## config.mk

```make
export PLATFORM = sky130hd
export DESIGN_NAME = gbb_rsp_fifo
export DESIGN_NICKNAME = d
export VERILOG_FILES = /design/src/hdl/gbb_pkg.sv /design/src/hdl/gbb_rsp_fifo.sv
export SDC_FILE = /design/constraint.sdc
export NUM_CORES = 1
export LEC_CHECK = 0
export BUFFER_PORTS_ARGS = -buffer_cell sky130_fd_sc_hd__buf_4
export CAP_MARGIN = 20
export CORE_ASPECT_RATIO = 0.75
export CORE_MARGIN = 2
export CORE_UTILIZATION = 30
export DETAILED_ROUTE_END_ITERATION = 16
export PLACE_DENSITY_LB_ADDON = 0.2
export SLEW_MARGIN = 40
export SYNTH_ARGS = -nofsm -noshare
export SYNTH_HDL_FRONTEND = slang
export SYNTH_SLANG_ARGS = --single-unit
```

## constraint.sdc

```tcl
create_clock -name clock -period 5.56 [get_ports clock]
set_input_delay 0.556 -clock clock [delete_from_list [all_inputs] [get_ports clock]]
set_output_delay 0.556 -clock clock [all_outputs]
set_load 0.1 [all_outputs]
```

## src/hdl/gbb_pkg.sv

```systemverilog
// Shared types, constants and helper functions for the grey box-blur unit.
// No dependencies; imported by the line store, the result queue and the top level.
package gbb_pkg;

   // Default line length of the line stores
   localparam int MAX_WIDTH_DEFAULT = 2048;

   // Field widths
   localparam int PIX_W     = 8;
   localparam int REG_W     = 12;
   localparam int ROW_W     = 12;
   localparam int OUT_COL_W = 11;
   localparam int COLSUM_W  = 10;   // three greys
   localparam int SUM_W     = 12;   // nine greys

   // Configuration register indexes
   typedef enum logic {
      REG_IMAGE_WIDTH  = 1'b0,
      REG_IMAGE_HEIGHT = 1'b1
   } csr_index_type;

   localparam logic [REG_W-1:0] WIDTH_RESET  = 12'd640;
   localparam logic [REG_W-1:0] HEIGHT_RESET = 12'd480;
   localparam int               DIM_MIN      = 3;

   // Luma weights, scaled by 1024
   localparam logic [17:0] GREY_R = 18'd307;
   localparam logic [17:0] GREY_G = 18'd604;
   localparam logic [17:0] GREY_B = 18'd113;

   // Divide by nine as multiply by ceil(2^15 / 9) then shift; exact for sums up to 2295
   localparam logic [23:0] DIV9_RECIP = 24'd3641;
   localparam int          DIV9_SHIFT = 15;

   // Result queue
   localparam int RSP_DEPTH = 4;
   localparam int RSP_PTR_W = 2;
   localparam int RSP_CNT_W = 3;

   // Per-pixel bookkeeping carried down the pipeline
   typedef struct packed {
      logic                 emit;
      logic                 frame_last;
      logic [OUT_COL_W-1:0] out_col;
      logic [ROW_W-1:0]     out_row;
   } meta_type;

   // One finished result
   typedef struct packed {
      logic                 frame_last;
      logic [OUT_COL_W-1:0] out_col;
      logic [ROW_W-1:0]     out_row;
      logic [PIX_W-1:0]     blurred;
   } result_type;

   // RGB to grey, weights summing to 1024
   function automatic logic [PIX_W-1:0] grey_of(input logic [PIX_W-1:0] red,
                                                input logic [PIX_W-1:0] green,
                                                input logic [PIX_W-1:0] blue);
      logic [17:0] acc;
      acc = GREY_R * 18'(red) + GREY_G * 18'(green) + GREY_B * 18'(blue);
      return acc[17:10];
   endfunction

endpackage

```

## src/hdl/gbb_rsp_fifo.sv

```systemverilog
// Small result queue between the blur pipeline and the result channel.
// Depends on gbb_pkg (result_type, depth constants).
module gbb_rsp_fifo import gbb_pkg::*; (
   input  logic                 clock,
   input  logic                 reset,
   input  logic                 push,
   input  result_type           push_data,
   input  logic                 pop,
   output logic                 head_valid,
   output result_type           head_data,
   output logic [RSP_CNT_W-1:0] count
);

   result_type             entry_ff [RSP_DEPTH];
   logic [RSP_PTR_W-1:0]   wr_ptr_ff, wr_ptr_in;
   logic [RSP_PTR_W-1:0]   rd_ptr_ff, rd_ptr_in;
   logic [RSP_CNT_W-1:0]   count_ff, count_in;
   logic                   do_pop;

   assign do_pop = pop && (count_ff != '0);

   // pointer and fill count update
   always_comb begin
      wr_ptr_in = push   ? wr_ptr_ff + 1'b1 : wr_ptr_ff;
      rd_ptr_in = do_pop ? rd_ptr_ff + 1'b1 : rd_ptr_ff;
      count_in  = count_ff + RSP_CNT_W'(push) - RSP_CNT_W'(do_pop);
   end

   always_ff @(posedge clock) begin
      if (reset) begin
         wr_ptr_ff <= '0;
         rd_ptr_ff <= '0;
         count_ff  <= '0;
      end else begin
         wr_ptr_ff <= wr_ptr_in;
         rd_ptr_ff <= rd_ptr_in;
         count_ff  <= count_in;
      end
   end

   // storage
   always_ff @(posedge clock) begin
      if (push) begin
         entry_ff[wr_ptr_ff] <= push_data;
      end
   end

   assign head_valid = (count_ff != '0);
   assign head_data  = entry_ff[rd_ptr_ff];
   assign count      = count_ff;

endmodule

```

==> results by group <==
Worst setup path
  • Required @ worst endpoint: about 5.0 ns
  • Reg-to-Reg End: count[2]
  • Reg2reg start: count[1]
  • R2R depth: 7
  • CP Class: reg2out
  • End of the critical path: head_data[0]
  • Arr. time, crit path: 2.42 ns
  • R2R Setup Slk: 3.62 ns
  • Max incr delay on CP: 0.67 ns
  • Endpoint type of the worst setup path: output port
  • Critical-path cell list: buf_4 > mux4_1 > buf_4
  • Critical path startpoint category: register
  • CP max-delay cell: dfxtp_2
  • CP most frequent cell: buf_4
  • CP Max Fanout: 18

STA
  • Fmax: 0.3360 GHz
  • Period utilisation layout: between 50% and 60%
  • Skew final: 0.01279 ns
  • Worst-Margin Slew: 0.5538 ns
  • Slew headroom: 63.08%
  • Final number of setup-violating endpoints: 0
  • Final Critical Period: around 3 ns
  • Max-slew violations: 0
  • Unrepaired setup endpoints after global routing: no
  • Final setup TNS: 0 ns
  • Final hold slack: 0.3465 ns
  • Hold Fails Final Rpt: 0
  • Setup WS post-layout: 2.584 ns

Die
  • Die X: 155.0 um
  • Starting Density: 30.57%
  • Die height: 117.2 um
  • Core area: 0.01677 mm2
  • I/O pin cnt: 72
  • Rows: 41
  • Die ar.: 0.01817 mm2

Final layout
  • Area occupied by multi-input gates: 0.001002 mm2
  • Layout Area Growth over Synthesis: 26.52%
  • Ant diodes: 0
  • Final nets: 338
  • Share of cells above drive strength 1: 46.10%
  • Fin util: between 30% and 40%
  • Register area: 0.004029 mm2
  • # fillers: 1499

Clock tree
  • Post-CTS Repair Setup Buffers: 0
  • Htree depth: 4
  • TritonCTS clock tree: done
  • Max Buffers Root-to-Sink: 2
  • CTS clock-pin slew for the worst setup and hold paths: ~0.060 ns
  • Cts bufs inserted: 17
  • # hold bufs at CTS: 0
  • Total clock sinks: approximately 140
  • Root Driver: clkbuf_16
  • CTS resizes: 0
  • Clock Latency Late Sink: 0.41 ns

GRT
  • Routing usage on met3: ~5.2%
  • Largest net degree at the start of global routing: 33
  • Initial antenna violation count: 0
  • Grt total ovfl: 0
  • M1 GR Usage: 14.24%
  • Vias in the first global route: roughly 2500
  • Most Used Layer, Global Route: met2
  • Met2 usage: approximately 17%
  • Total Routing Usage GR: 11.29%
  • First-pass GRT wire length: 14.22 mm

Outcome
  • Status: finished, final reports clean

Logic synthesis
  • Mapped Cells: 212
  • Cell area after synthesis: 0.005129 mm2
  • Synth async-reset ratio: 0%
  • Netlist cell types: 21
  • Sequential fraction of the synthesis area: between 70% and 80%
  • #FFs+latches synth: 137
  • Syn_nets: around 260
  • Post-synth EDFFs: 128
  • Yosys warns: 0
  • Syn Area/Cell: 24.19 um2
  • Ys flop type: edfxtp_1

Route
  • Vias post-DR: 2292
  • Drt via density: 4.382
  • Detailed Route WL: a little over 9 mm
  • Per-cell routed wire length: 17.86 um
  • Initial DRC count: 101
  • Drt drc: 0
  • Drt first pass iters: 4
  • Antenna Nets Post-Route: 0

Place
  • Routability cong.: 0.6269
  • Pre-CTS WS: around 2.9 ns
  • Dpl hpwl: 5.430 mm
  • PortBufs: 71

Power and ir drop
  • Peak supply drop: 417.2 uV
  • Pwr/cell area: 545.5 mW/mm2
  • Leak: between 2 and 2.5 nW

Hold path
  • Hold Path Class: in2reg

Run
  • Number of max-cap violations: 0
critical path, delay by kind of cell, from the launching register on:
| kind | cells | cell delay [ns] |
|---|---|---|
| muxes | 1 | 0.61 |
| DFF | 1 | 0.67 |
| buffers and inverters | 2 | 0.72 |
registers in the layout, summed over array words and instances, names as in the netlist, named ones only:
name       flops
count          3
entry_ff     128
wr_ptr_ff      2
rd_ptr_ff      2
Yosys cell counts (2+ instances only):
| library cell | number | area [um2] |
|---|---|---|
| and2_1 | 4 | 25.02 |
| buf_12 | 3 | 60.06 |
| buf_2 | 3 | 15.01 |
| dfxtp_1 | 9 | 180.2 |
| edfxtp_1 | 128 | 3844 |
| ha_1 | 6 | 75.07 |
| inv_1 | 6 | 22.52 |
| mux2_2 | 3 | 33.78 |
| mux4_1 | 2 | 52.55 |
| mux4_2 | 30 | 675.7 |
| nor2_1 | 5 | 18.77 |
| nor2b_1 | 4 | 25.02 |
cell usage in the layout (no fill, tap or decap), types with 4 or more instances in the layout:
master and instances:
buf_4 72, ha_1 6, nor2_1 5, edfxtp_1 128, nor2b_1 4, clkbuf_16 17, dfxtp_1 7, inv_1 6
bufinv_16 4, mux4_2 30, and2_4 4
cell families after synthesis:
logic type	count (synthesis)	synth area share, %
compound gates	2	0.3416
mux	36	15.05
fa+ha+maj	7	1.854
flops	137	78.46
buf+inv	14	2.196
xor+xnor	2	0.6343
simple gates	14	1.464
layer usage:
metal | vias to the layer above | wire length [um]
li1 | 1050 | -
met1 | 1177 | 4478
met2 | 60 | 4328
met3 | 5 | 481
met4 | 0 | 52
met5 | - | 0
per-stage QoR:
step,power [mW],area [um2],cells
finish,3.540,6489,523
global route,3.677,6489,523
CTS,3.585,6489,523
detailed placement,2.407,5863,491
global placement,2.401,5856,491
floorplan,2.208,5129,212
power by group:
group / internal (mW) / leakage, nW / switching [mW]
Combinational: 0.298 / 0.673 / 0.817
Sequential: 1.19 / 1.25 / 0.0626
Clock: 0.753 / 0.297 / 0.415
Total: 2.25 / 2.22 / 1.29
worst min-delay path by stage:
stage                        startpoint         endpoint  slack [ns]  cells past startpoint
final                     push_data[27]  entry_ff[2][27]        0.35                      1
after global routing      push_data[30]  entry_ff[1][30]        0.32                      1
after CTS                  push_data[0]   entry_ff[3][0]        0.33                      1
after detailed placement   wr_ptr_ff[0]     wr_ptr_ff[0]        0.55                      2
after global placement     wr_ptr_ff[0]     wr_ptr_ff[0]        0.54                      2
after floorplan            wr_ptr_ff[1]     wr_ptr_ff[1]        0.51                      2
area by class of cell:
class	instances	area share, %
sequential	137	62.09
multi-input combinational	61	15.45
timing repair buffer	72	8.330
clock buffer	18	6.614
tap	215	4.146
clock inverter	14	3.027
inverter	6	0.3471
Power figures use the tool's default switching activity.
